<file path="config.mk">
export PLATFORM = sky130hd
export DESIGN_NAME = tsvg_div
export DESIGN_NICKNAME = d
export VERILOG_FILES = /design/src/tsvg_pkg.sv /design/src/tsvg_div.sv
export SDC_FILE = /design/constraint.sdc
export NUM_CORES = 2
export LEC_CHECK = 0
export BUFFER_PORTS_ARGS = -buffer_cell sky130_fd_sc_hd__buf_2
export CORE_AREA = 3 3 363 365
export CTS_CLUSTER_DIAMETER = 40
export DETAILED_ROUTE_END_ITERATION = 6
export DIE_AREA = 0 0 366 368
export PLACE_DENSITY = 0.59
export SYNTH_ARGS = -nofsm -noshare
export SYNTH_HDL_FRONTEND = slang
export SYNTH_SLANG_ARGS = --single-unit
</file>
<file path="constraint.sdc">
create_clock -name i_clk -period 8.3 [get_ports i_clk]
set_input_delay 1.245 -clock i_clk [delete_from_list [all_inputs] [get_ports i_clk]]
set_output_delay 1.245 -clock i_clk [all_outputs]
set_load 0.005 [all_outputs]
</file>
<file path="src/tsvg_pkg.sv">
// ----------------------------------------------------------------------------
// Torus strip vertex generator package
// Field widths, register codes and the shared saturation helper.
// ----------------------------------------------------------------------------
package tsvg_pkg;

    // index width; counts run up to 2**COUNT_BITS
    localparam int COUNT_BITS = 12;
    localparam int CNT_W     = COUNT_BITS + 1;
    localparam int RING_W    = COUNT_BITS;
    localparam int TUBE_W    = COUNT_BITS + 1;
    localparam int RAD_W     = 31;
    localparam int CFG_W     = 32;
    localparam int CFG_IDX_W = 2;
    localparam int POS_W     = 32;
    localparam int NORM_W    = 18;
    localparam int TEX_W     = 17;
    localparam int SLOT_W    = 26;
    localparam int FRAC_W    = 16;
    localparam int PROD_W    = 50;
    localparam int TEX_NUM_W = CNT_W + FRAC_W;

    typedef enum logic [CFG_IDX_W-1:0] {
        CFG_MAJOR = 2'd0,
        CFG_MINOR = 2'd1,
        CFG_RING  = 2'd2,
        CFG_TUBE  = 2'd3
    } t_cfg_idx;

    // Clip a wide two's-complement value to signed 32 bits
    function automatic logic [POS_W-1:0] sat32(input logic [PROD_W-1:0] v);
        logic [PROD_W-POS_W:0] hi;
        hi = v[PROD_W-1:POS_W-1];
        if (hi == '0 || hi == '1)
            return v[POS_W-1:0];
        else if (v[PROD_W-1])
            return {1'b1, {(POS_W-1){1'b0}}};
        else
            return {1'b0, {(POS_W-1){1'b1}}};
    endfunction

endpackage

</file>
<file path="src/tsvg_div.sv">
// ----------------------------------------------------------------------------
// Pipelined restoring divider, one quotient bit per register stage.
// The config divisor must be held steady by the user; it is not enforced.
// ----------------------------------------------------------------------------
module tsvg_div #(
    parameter int NUM_W = 29
) (
    input  logic                         i_clk,
    input  logic                         i_en,
    input  logic [NUM_W-1:0]             i_num,
    input  logic [tsvg_pkg::CNT_W-1:0]   i_den,
    output logic [NUM_W-1:0]             o_quo
);
    import tsvg_pkg::*;

    logic [CNT_W-1:0] r_rem [NUM_W];
    logic [NUM_W-1:0] r_quo [NUM_W];
    logic [NUM_W-1:0] r_num [NUM_W];

    genvar k;
    generate
        for (k = 0; k < NUM_W; k++) begin : g_stg
            logic [CNT_W-1:0] rem_in;
            logic [NUM_W-1:0] num_in;
            logic [NUM_W-1:0] quo_in;
            logic [CNT_W:0]   trial;
            logic             take;

            if (k == 0) begin : g_first
                assign rem_in = '0;
                assign num_in = i_num;
                assign quo_in = '0;
            end else begin : g_next
                assign rem_in = r_rem[k-1];
                assign num_in = r_num[k-1];
                assign quo_in = r_quo[k-1];
            end

            // bring down the next numerator bit, subtract if it fits
            assign trial = {rem_in, num_in[NUM_W-1-k]};
            assign take  = (trial >= {1'b0, i_den});

            always_ff @(posedge i_clk) begin
                if (i_en) begin
                    r_rem[k] <= take ? CNT_W'(trial - {1'b0, i_den}) : trial[CNT_W-1:0];
                    r_quo[k] <= {quo_in[NUM_W-2:0], take};
                    r_num[k] <= num_in;
                end
            end
        end
    endgenerate

    assign o_quo = r_quo[NUM_W-1];

endmodule

</file>
# Word-level counts from Yosys, hierarchy flattened
# Memories as Yosys holds them, arrays and structs flattened.
# Index checks and enable logic that the tools add are counted.
# word_totals
input_bits	44
n_memories	3
ff_bits	0
wordCells	92
ramBits	2059
out_inout_bits	29
# classes
mux	31
add_sub_neg	29
magnitude_cmp	29
# mem_list
memory	depth	word_bits	rd	rd_ports_with_merged_regs	wr	line_no	source
r_num	29	29	28	0	29	tsvg_div.sv:18	logic [NUM_W-1:0] r_num [NUM_W];
r_quo	29	29	29	0	29	tsvg_div.sv:17	logic [NUM_W-1:0] r_quo [NUM_W];
r_rem	29	13	28	0	29	tsvg_div.sv:16	logic [CNT_W-1:0] r_rem [NUM_W];
# ops
operator	n
$ge A14 B13 Y1	28
$mux W13	29
$sub A13 B13 Y13	28
$ge A1 B13 Y1	1
$sub A1 B13 Y13	1
$mux W1	2

# Depth between registers and ports, before layout
# An unclocked memory read counts as a cell.
# depth
ltp_word	3
depth_mapped	11

# Worst setup path after synthesis
# Ideal clock, no wire load.
# synth_path
path_type	input to register
start	input port i_den[2] (netlist name)
end	memory r_rem[0][19] (netlist name), data pin
cell_stages	10
required_ns	8.040
setup_slack_ns	4.467
t_arrival_ns	3.573
n_path_buf	1
path_cell_list	inv_1 ha_1 nor2b_4 o31a_1 o31ai_4 a31oi_4 nor2_4 inv_2 buf_6 mux2_4
# synth_lines
item	line_no	source
start, declared	tsvg_div.sv:11	input logic [tsvg_pkg::CNT_W-1:0] i_den,
end, declared	tsvg_div.sv:16	

==> out/results.txt <==
outcome = complete, no violations
final WL = 107 mm
global-route wire length before repair = 172 mm
Synth area leader = edfxtp_1
First-pass DRT Iterations = 6
Num Clock Sinks = 1205
post-synth cell types = 85
CTS tree = done
Filler Cell Count = 11000
vias per inst = 5.33
synthesized area per cell = 14.5 um^2
DRT iter0 DRCs = 2516
post-route DRC violation count = 0
dpl hpwl = 67.0 mm
largest net degree at the start of global routing = 192
Max Slew Vio Count = 0
P per Cell Area = 393 nW/um^2
hold path start = r_num[1][121]
Leakage = 25.1 nW
crit-path max FO = 14
Hold EP = r_num[1][150]
RSZ-0062 raised after global routing = no
setup violators final = 0
Area growth syn-to-layout = 15.2%
sequential-to-total area share from yosys stat = 62.7%
worst path bufs/invs = 3
Nets = 4670
number of hold buffers added after CTS = 0
top cells by area, synth = edfxtp_1, ha_1, mux2_2
fin worst setup slack = 4.11 ns
HP Class = reg -> reg
die width = 366 um
net count after synthesis = 4432
vias in the first global route = 32500
FF-to-FF path depth = 9
TritonCTS buffer count = 182
WP data arrival = 4.69 ns
Antenna Cells = 0
Setup Fix Bufs, Post-CTS = 0
worst slew pin tran = 1.17 ns
clock-pin transition on the worst setup and hold timing paths = 0.05 ns
Initial Util = 44.7%
Final Hold Vio Count = 0
Top delay family on crit path = buffers and inverters
Combinational Power Share = 35.5%
number of synthesized flops with an enable pin = 1205
grt ovf = 0
cell depth of the worst hold path = 0
global-route usage over all layers = 15.9%
Final period util = 50.5%
synth cell count leaders = edfxtp_1, ha_1, mux2_2
Psw = 8.39 mW
clk_skew = 0.0413 ns
P_int = 17.8 mW
worst-case clock buffer depth = 3
WL/cell = 17.4 um
RR Endpoint = r_rem[1][115]
Ys Warns = 0
Die H = 368 um
core footprint = 129000 um^2
DR vias = 32700
Rows = 132
most common cell in the netlist = edfxtp_1
initial antenna violation count = 0
Clk Latency, worst-skew pair = 0.78 ns
Critical Path RT = 8.80 ns
clock network power share = 29.1%
crit start category = input port
IO Count = 73
Yosys top cell area share = 62.7%
Max stage delay on crit path = 0.92 ns
share of layout cells above drive strength 1 = 17.0%
htree depth = 4
crit path capture type = flop
ANT nets after route = 0
final hold slack = 0.397 ns
post-layout util = 51.5%
RePlAce Congestion = 0.846
fin cells = 6133
VDD IR max = 198 uV
minimum clock period = 4.19 ns
crit-path cells = buf_2 -> inv_1 -> buf_4 -> ha_1 -> and4_1 -> nand2_1 -> a21oi_1 -> nor3_1 -> o21ai_1 -> mux2_2
final setup TNS = 0 ns
Mapped Area = 57800 um^2
Die Footprint = 135000 um^2
Reg area = 36200 um^2
multi-input logic area = 20700 um^2
switch share = 32.1%
R2R setup slack = 4.91 ns
Post-Synthesis Cells = 3995
dpl cells = 5791
max cap viols = 0
start of the worst register-to-register path = r_num[1][207]
Post-CTS Resized = 0
port bufs = 72
Max Clk Rate = 239 MHz
crit path launch = i_den[7]
Reg power frac = 35.4%
Rel. slew slack = 21.6%
Synth Register Bits = 1205
DP Worst Slack = 3.29 ns
top_reg_cell synth = edfxtp_1
Crit Path Category = in -> reg
Worst path slowest cell = o21ai_1
FFs w/ async S/R, synth = 0%
root buffer cell = clkbuf_16
==> state kept, by name, summed over array words and instances (netlist names) <==
register / flops
r_num: 406
r_rem: 364
r_quo: 435
==> layer usage <==
metal  global-route usage, %  up-vias  share of wire [%]  wire length (um)
met5                       0        -                  0                 0
met4                    5.90        0                2.9              3060
met3                    3.20      210                4.7              4980
met2                    25.2      609                 46             49300
met1                    21.6    15700                 46             49400
li1                        -    16100                  -                 -
==> per-stage QoR <==
stage / cell area [um^2] / total power [mW]
final: 66500 / 26.2
after detailed placement: 60300 / 18.6
after global routing: 66500 / 27.9
after global placement: 60300 / 18.5
after CTS: 66500 / 26.5
after floorplan: 57800 / 16.7
==> power by group through the flow <==
stage          sequential [mW]  combinational (mW)  clock [mW]
3_5_place_dp              9.38                9.23           0
3_3_place_gp              9.40                9.13           0
5_1_grt                   9.38                10.4        8.14
2_1_floorplan             9.02                7.71           0
4_1_cts                   9.28                9.32        7.86
6_report                  9.26                9.30        7.62
==> kinds of logic after synthesis <==
group / synth area share [%]
multiplexers: 6.66
AND/OR/NAND/NOR: 6.99
adder cells (fa/ha/maj): 8.86
AO/OA/AOI/OAI: 10.1
flip-flops: 62.7
XOR/XNOR: 3.26
buffers and inverters: 1.51
==> worst reg2reg max path, cell delays in order, from the launching register on <==
cell and delay [ns]:
edfxtp_1 0.43, inv_1 0.09, ha_1 0.22, fa_1 0.42, nor2b_1 0.17, o31ai_1 0.12, a21oi_1 0.24, nor3_1 0.09
o21ai_1 0.92, mux2_2 0.43
==> area by class of cell <==
cell class	instances	area share, %
Inverter	151	0.852
Clock buffer	190	6.92
Multi-Input combinational cell	2593	31.1
Tap cell	1742	3.28
Clock inverter	152	2.49
Sequential cell	1205	54.4
Timing Repair Buffer	100	0.955
==> placed cells by master (no fill, tap or decap), types with 24 or more instances in the layout <==
master,netlist,final
a211oi_1,78,78
a21o_1,113,113
a21oi_1,192,192
a311oi_1,24,24
and2_1,39,39
buf_2,6,71
buf_4,22,24
clkbuf_16,0,183
clkinv_1,0,28
edfxtp_1,1205,1205
fa_1,27,27
ha_1,366,366
inv_1,150,150
inv_6,0,28
mux2_2,272,272
mux2i_1,59,59
nand2_1,164,164
nand2b_1,72,72
nand3_1,69,69
nand4_1,53,53
nor2_1,204,204
nor2b_1,38,38
nor3_1,77,77
o21a_1,56,56
o21ai_0,131,131
o31a_1,24,24
xnor2_1,174,174
xor2_1,41,41
==> how the worst max path moves through the flow <==
stage / endpoint / slack, ns / cells past startpoint
floorplan: r_rem[0][19] / 4.47 / 10
global placement: r_rem[1][115] / 3.29 / 10
detailed placement: r_rem[1][115] / 3.29 / 10
CTS: r_rem[1][115] / 4.12 / 10
global route: r_rem[1][111] / 3.91 / 10
finish: r_rem[1][115] / 4.11 / 10
Note: power is estimated with default switching activity, not from simulation.
