[config.mk]
export PLATFORM = sky130hd
export DESIGN_NAME = tsvg_delay
export DESIGN_NICKNAME = d
export VERILOG_FILES = /design/src/tsvg_delay.sv
export SDC_FILE = /design/constraint.sdc
export NUM_CORES = 1
export LEC_CHECK = 0
export ABC_AREA = 0
export BUFFER_PORTS_ARGS = -buffer_cell sky130_fd_sc_hd__buf_2
export CAP_MARGIN = 20
export CORE_UTILIZATION = 51
export CTS_CLUSTER_SIZE = 14
export DETAILED_ROUTE_END_ITERATION = 10
export GPL_TIMING_DRIVEN = 0
export PLACE_DENSITY_LB_ADDON = 0.05
export SYNTH_ARGS = -nofsm -noshare
export SYNTH_HDL_FRONTEND = slang
export SYNTH_SLANG_ARGS = --single-unit
[constraint.sdc]
create_clock -name i_clk -period 0.8 [get_ports i_clk]
set_input_delay 0 -clock i_clk [delete_from_list [all_inputs] [get_ports i_clk]]
set_output_delay 0 -clock i_clk [all_outputs]
set_load 0.005 [all_outputs]
[src/tsvg_delay.sv]
// ----------------------------------------------------------------------------
// Sideband delay line
// Carries fields alongside the datapath so they meet it at the final stage.
// ----------------------------------------------------------------------------
module tsvg_delay #(
    parameter int WIDTH  = 8,
    parameter int STAGES = 4
) (
    input  logic             i_clk,
    input  logic             i_en,
    input  logic [WIDTH-1:0] i_data,
    output logic [WIDTH-1:0] o_data
);

    logic [WIDTH-1:0] r_line [STAGES];

    always_ff @(posedge i_clk) begin
        if (i_en) begin
            r_line[0] <= i_data;
            for (int s = 1; s < STAGES; s++)
                r_line[s] <= r_line[s-1];
        end
    end

    assign o_data = r_line[STAGES-1];

endmodule

# ---- After elaboration in Yosys (flattened, before gate mapping)
# Memory sizes are Yosys's and may differ from the RTL's.
# Index checks and enable logic that the tools add are counted.
dict set report classes {
  n_mux 2
}
# operator n
set op_table {}
lappend op_table {{$mux W1} 2}
dict set report word_totals {
  n_memories 1
  regBits 0
  inputBits 10
  mem_bits_rw 32
}
# memory words width rd rd_ports_with_merged_regs write_ports line_no
set memory_table {}
lappend memory_table {r_line 4 8 4 0 4 15} ;# logic [WIDTH-1:0] r_line [STAGES];

# ---- Logic depth before layout (Yosys ltp)
# Gate-level depths: netlist (run 1).
dict set report depth {
  word_depth 2
  ltp_mapped 0
}

# ---- Worst setup path before layout (run 1)
# OpenSTA, ideal clock, no wires.
dict set report synth_timing {
  path_kind {register -> register}
  start {memory r_line[0][0]}
  end {memory r_line[1][0] (data pin)}
  path_buffers 0
  synth_period_minus_slack_ns 0.589
  arrival_time_ns 0.323
  stages_incl_launch_ff 1
  slack_ns 0.211
  path_cell_list {edfxtp_1}
}
# element line_no
set synth_lines {}
lappend synth_lines {{from (decl)} 15}

==> metrics.cfg, run 1 <==
[status]
status = complete, but fails checks
violations = negative setup slack

[pwr]
max-vdd-ir-drop_v = 0.00158
power_mw = 2.87
cellLeakagePower_nw = 0.440
power_density_nw_per_um2 = 2390

[clocking]
clock_sink_count = 32
numCtsBuffers = 5
worstSkewPairLatency_ps = 310
clk_pin_slew_ps = 90
cts_tree = built
root_buffer = clkbuf_4
htreeDepth = 2
cts_resized = 0
clk_path_buf_depth = 2

[floorplanning]
core.rowCount = 15
fp.dieH_um = 45.4
ios = 18
fp.dieW_um = 45.4
initial_core_util = 0.551
core_area_um2 = 1750
die_area_um2 = 2060

[global_route]
grt_max_degree = 33
grt_usage = 0.117
overflow = 0
grt_pass1_vias = 405
grt_pass1_wl_um = 1470
antenna_found_initial = 0

[timing]
final_max_slew_viol_count = 0
timing.final.ws_setup_ps = -9.16
tightest_slew_ps = 660
whs_ps = 260
slew_headroom = 0.560
setup_viol = 2
skew_ps = 4.33
hold_viol_final = 0
max_freq_mhz = 1240
fin_crit_ps = 809
finalSetupTns_ps = -15.0
layout_worst_path_cycle_share = 1.01
rsz0062_at_grt = yes

[final_layout]
top_register = r_line
largest_reg_flops = 32
fill_cells = 113
multi_input_area_um2 = 0
antennaDiodeCount = 0
mostFrequentLayoutCells = 32 x edfxtp_1, 17 x buf_2, 8 x dlygate4sd3_1, 5 x clkbuf_4, 2 x clkinv_1
seq_area_um2 = 961
top_regs = r_line (32)
fin_nets = 74
multi_input_gates = 0
areaGrowthSynthToFinish_pct = 25.1
mostFrequentLayoutCell = edfxtp_1
drive_gt1_frac = 0.344

[placement]
io_buffers = 17
globalplace.congestion = 0.571

[logic_synthesis]
ys_seq_area_frac = 1.00
synth_seq_cells = 32
synthCells = 32
synthesis.area_um2 = 961
synthDistinctLibCells = 1
syn_avg_cell_area_um2 = 30.0
yosys_warnings = 0
synth.net_count = 42

[worst_setup_path]
worstPathCellList = buf_2
start_kind = register
worst-path-max-fanout = 1
crit_path_max_incr_delay_ps = 370
critPathArrivalTime_ps = 810
cpMaxStageDelayCell = edfxtp_1
crit_buf_inv = 1
cpLargestDelayFamily = flip-flops
crit_type = register to output pin
critical_path.endpoint_type = output pin
required_ps = 800

[routing]
vias = 410
wire_per_inst_um = 11.5
dr.pass1.iters = 4
drt_iter0_markers = 11
via_per_inst = 4.61
ant_nets = 0
drc = 0
wl_um = 1020

[min_path]
hp-class = input port to register

[flow_run]
timing.max_cap.violations = 0

cells in the mapped netlist:
| cell type | instances | area [um2] |
|---|---|---|
| edfxtp_1 | 32 | 961 |
through the flow:
stage | utilization | setup WS [ps] | std cells | instance area, um2
final | 0.689 | -9.16 | 89 | 1200
after global routing | 0.689 | -59.9 | 89 | 1200
after CTS | 0.689 | -37.0 | 89 | 1200
after detailed placement | 0.617 | -109 | 74 | 1080
after global placement | 0.617 | -49.2 | 74 | 1080
after floorplan | - | 211 | 32 | 961
routing by layer:
layer | wire length, um | track usage | vias up
li1 | - | - | 192
met1 | 430 | 0.104 | 196
met2 | 527 | 0.177 | 22
met3 | 63 | 0.0714 | 0
met4 | 0 | 0.109 | 0
met5 | 0 | 0 | -
layout make-up:
cell class / count / area share
repair buffers: 25 / 0.137
clock inverters: 2 / 0.00624
flip-flops and latches: 32 / 0.799
well taps: 25 / 0.0260
clock buffers: 5 / 0.0312
kinds of logic (layout without fill, tap and decap cells):
logic type	Yosys count	count (layout)	synth area share
buf+inv	0	32	0
flops	32	32	1.00
path summary, 6_finish.rpt:
kind	slack (ps)	start	endpoint	cells after the start
setup / recovery	-9	r_line[3][0]$_DFFE_PP_	o_data[0]	1
hold / removal	260	i_en	r_line[0][1]$_DFFE_PP_	1
setup reg to reg	160	r_line[0][6]$_DFFE_PP_	r_line[1][6]$_DFFE_PP_	0
hold reg to reg	420	r_line[0][4]$_DFFE_PP_	r_line[1][4]$_DFFE_PP_	0
what timing repair did:
action	CTS	global route
buffers inserted	0	0
hold buffers	8	0
hold endpoints to repair	8	0
setup endpoints to repair	8	8
power breakdown:
| part | total (mW) | switching, mW | internal, mW |
|---|---|---|---|
| sequential | 2.00 | 0.0248 | 1.97 |
| combinational | 0.102 | 0.0479 | 0.0546 |
| clock | 0.768 | 0.462 | 0.306 |
Power figures use the tool's default switching activity.
==> run 2, diff against run 1 <==
--- a/config.mk
+++ b/config.mk
@@ -8,11 +8,13 @@
 export ABC_AREA = 0
 export BUFFER_PORTS_ARGS = -buffer_cell sky130_fd_sc_hd__buf_2
 export CAP_MARGIN = 20
-export CORE_UTILIZATION = 51
+export CELL_PAD_IN_SITES_DETAIL_PLACEMENT = 2
+export CELL_PAD_IN_SITES_GLOBAL_PLACEMENT = 2
+export CORE_UTILIZATION = 40
 export CTS_CLUSTER_SIZE = 14
 export DETAILED_ROUTE_END_ITERATION = 10
 export GPL_TIMING_DRIVEN = 0
-export PLACE_DENSITY_LB_ADDON = 0.05
+export PLACE_DENSITY = 0.75
 export SYNTH_ARGS = -nofsm -noshare
 export SYNTH_HDL_FRONTEND = slang
 export SYNTH_SLANG_ARGS = --single-unit
==> constraint.sdc (replaced) <==
create_clock -name i_clk -period 0.9 [get_ports i_clk]
set_input_delay 0 -clock i_clk [delete_from_list [all_inputs] [get_ports i_clk]]
set_output_delay 0 -clock i_clk [all_outputs]
set_load 0.005 [all_outputs]
==> run 2 against run 1 <==
- the run now ends clean
- register-to-register slack improved by 80 ps
- first-iteration DRC count did not move
- clock skew rose by 1.5 ps
- global-route usage rose by 1.1 points
- sequential power fell by 11%
- combinational power fell by 9%
- flip-flop and latch count did not move
- die area rose by 26%
- design area rose by 0.62%
- sequential share of layout area fell by 0.50 points
- via count rose by 1.7%
==> metrics.cfg, run 2 (same netlist as run 1, synthesis figures left out) <==
[clocking]
clk_pin_slew_ps = 90  ; about the same
clock_sink_count = 32  ; unchanged
numCtsBuffers = 5  ; unchanged
htreeDepth = 2  ; unchanged
cts_tree = built
cts_hold_buf = 8  ; unchanged
cts_setup_buffers = 0  ; unchanged
root_buffer = clkbuf_4
worstSkewPairLatency_ps = 320  ; about the same
clk_path_buf_depth = 2  ; unchanged
cts_resized = 0  ; unchanged

[global_route]
overflow = 0  ; unchanged
grt_usage = 0.128  ; +0.0110
grt_pass1_wl_um = 2080  ; +42%
grt_pass1_vias = 463  ; +14%
grt_max_degree = 33  ; unchanged
antenna_found_initial = 0  ; unchanged

[timing]
layout_worst_path_cycle_share = 0.911
fin_crit_ps = 820
slew_headroom = 0.556  ; -0.00423
max_freq_mhz = 1220
skew_ps = 5.78  ; +1.46 ps
setup_viol = 0  ; -2
rsz0062_at_grt = no
hold_viol_final = 0  ; unchanged
tightest_slew_ps = 666  ; +6.35 ps
whs_ps = 253  ; -7.39 ps
final_max_slew_viol_count = 0  ; unchanged

[worst_setup_path]
worstPathCellList = buf_2
required_ps = 900  ; +100 ps
critPathArrivalTime_ps = 820  ; about the same
crit_buf_inv = 1  ; unchanged
ff2ff_path_depth = 0  ; unchanged
critical_path.endpoint_type = output pin
start_kind = register
critical_path_depth = 1  ; unchanged
worst-path-max-fanout = 1  ; unchanged
crit_type = register to output pin
cpLargestDelayFamily = flip-flops
cpMaxStageDelayCell = edfxtp_1
crit_path_max_incr_delay_ps = 370  ; about the same

[floorplanning]
core_area_um2 = 2230  ; +28%
initial_core_util = 0.430  ; -0.120
core.rowCount = 17  ; +2
fp.dieH_um = 51.0  ; +12%
ios = 18  ; unchanged
fp.dieW_um = 51.0  ; +12%
die_area_um2 = 2600  ; +26%

[routing]
drt_iter0_markers = 11  ; unchanged
dr.pass1.iters = 4  ; unchanged
wl_um = 1250  ; +23%
drc = 0  ; unchanged
vias = 417  ; +1.7%
ant_nets = 0  ; unchanged
wire_per_inst_um = 13.5  ; +18%
via_per_inst = 4.48  ; -2.7%

[placement]
detailed_place_hpwl_um = 715
globalplace.congestion = 0.549  ; -4.0%
io_buffers = 17  ; unchanged
place_area_um2 = 1080  ; +0.35%

[final_layout]
post-route-util = 0.542  ; -0.147
top_regs = r_line (32)
fill_cells = 201  ; +78%
drive_gt1_frac = 0.338  ; -0.00529
mostFrequentLayoutCells = 32 x edfxtp_1, 17 x buf_2, 8 x dlygate4sd3_1, 5 x clkbuf_4, 2 x clkbuf_1
mostFrequentLayoutCell = edfxtp_1
largest_reg_flops = 32  ; unchanged
antennaDiodeCount = 0  ; unchanged
finalInstanceArea_um2 = 1210  ; +0.62%
top_register = r_line
multi_input_area_um2 = 0  ; unchanged
areaGrowthSynthToFinish_pct = 25.9
fin_nets = 74  ; unchanged
multi_input_gates = 0  ; unchanged

[min_path]
hp-class = input port to register
hold_depth = 1  ; unchanged

[pwr]
max-vdd-ir-drop_v = 0.00124  ; -21%
power_density_nw_per_um2 = 2150  ; -10%
cellLeakagePower_nw = 0.440  ; +0.18%

[status]
status = complete, no violations

[flow_run]
timing.max_cap.violations = 0  ; unchanged

==> run 2: cell types whose count changed in the layout (fill, tap and decap cells not counted), sizes merged <==
cell,change
clkinv,-1
clkbuf,+2
==> run 2: layer usage <==
layer	global-route usage	share of wire
met1	0.126	0.39
met2	0.202	0.51
met3	0.0833	0.085
met4	0.0694	0.018
met5	0	0
==> run 2: power by group <==
group	total, mW	internal (mW)	switching [mW]
sequential	1.78	1.75	0.0257
clock	0.725	0.300	0.426
combinational	0.0926	0.0486	0.0440
total	2.60	2.10	0.495
==> run 2: worst paths after layout <==
path	slack, ps	end	start
setup / recovery	80	o_data[0]	r_line[3][0]$_DFFE_PP_
hold reg to reg	430	r_line[1][4]$_DFFE_PP_	r_line[0][4]$_DFFE_PP_
setup reg to reg	240	r_line[2][5]$_DFFE_PP_	r_line[1][5]$_DFFE_PP_
hold / removal	250	r_line[0][1]$_DFFE_PP_	i_en
==> run 2: per-stage QoR <==
stage | power (mW) | TNS (ps) | setup WS [ps] | instances
after floorplan | 1.81 | 0 | 311 | 32
after CTS | 2.63 | 0 | 55.7 | 93
final | 2.60 | 0 | 80.5 | 93
after global placement | 1.86 | 0 | 16.9 | 77
after global routing | 2.71 | 0 | 29.3 | 93
after detailed placement | 1.88 | -931 | -29.9 | 77
==> run 2: area by class of cell <==
type / count / area [um2] / area share
clock buffers: 7 / 45.0 / 0.0372
clock inverters: 1 / 3.75 / 0.00310
flip-flops and latches: 32 / 961 / 0.794
well taps: 28 / 35.0 / 0.0290
repair buffers: 25 / 165 / 0.137
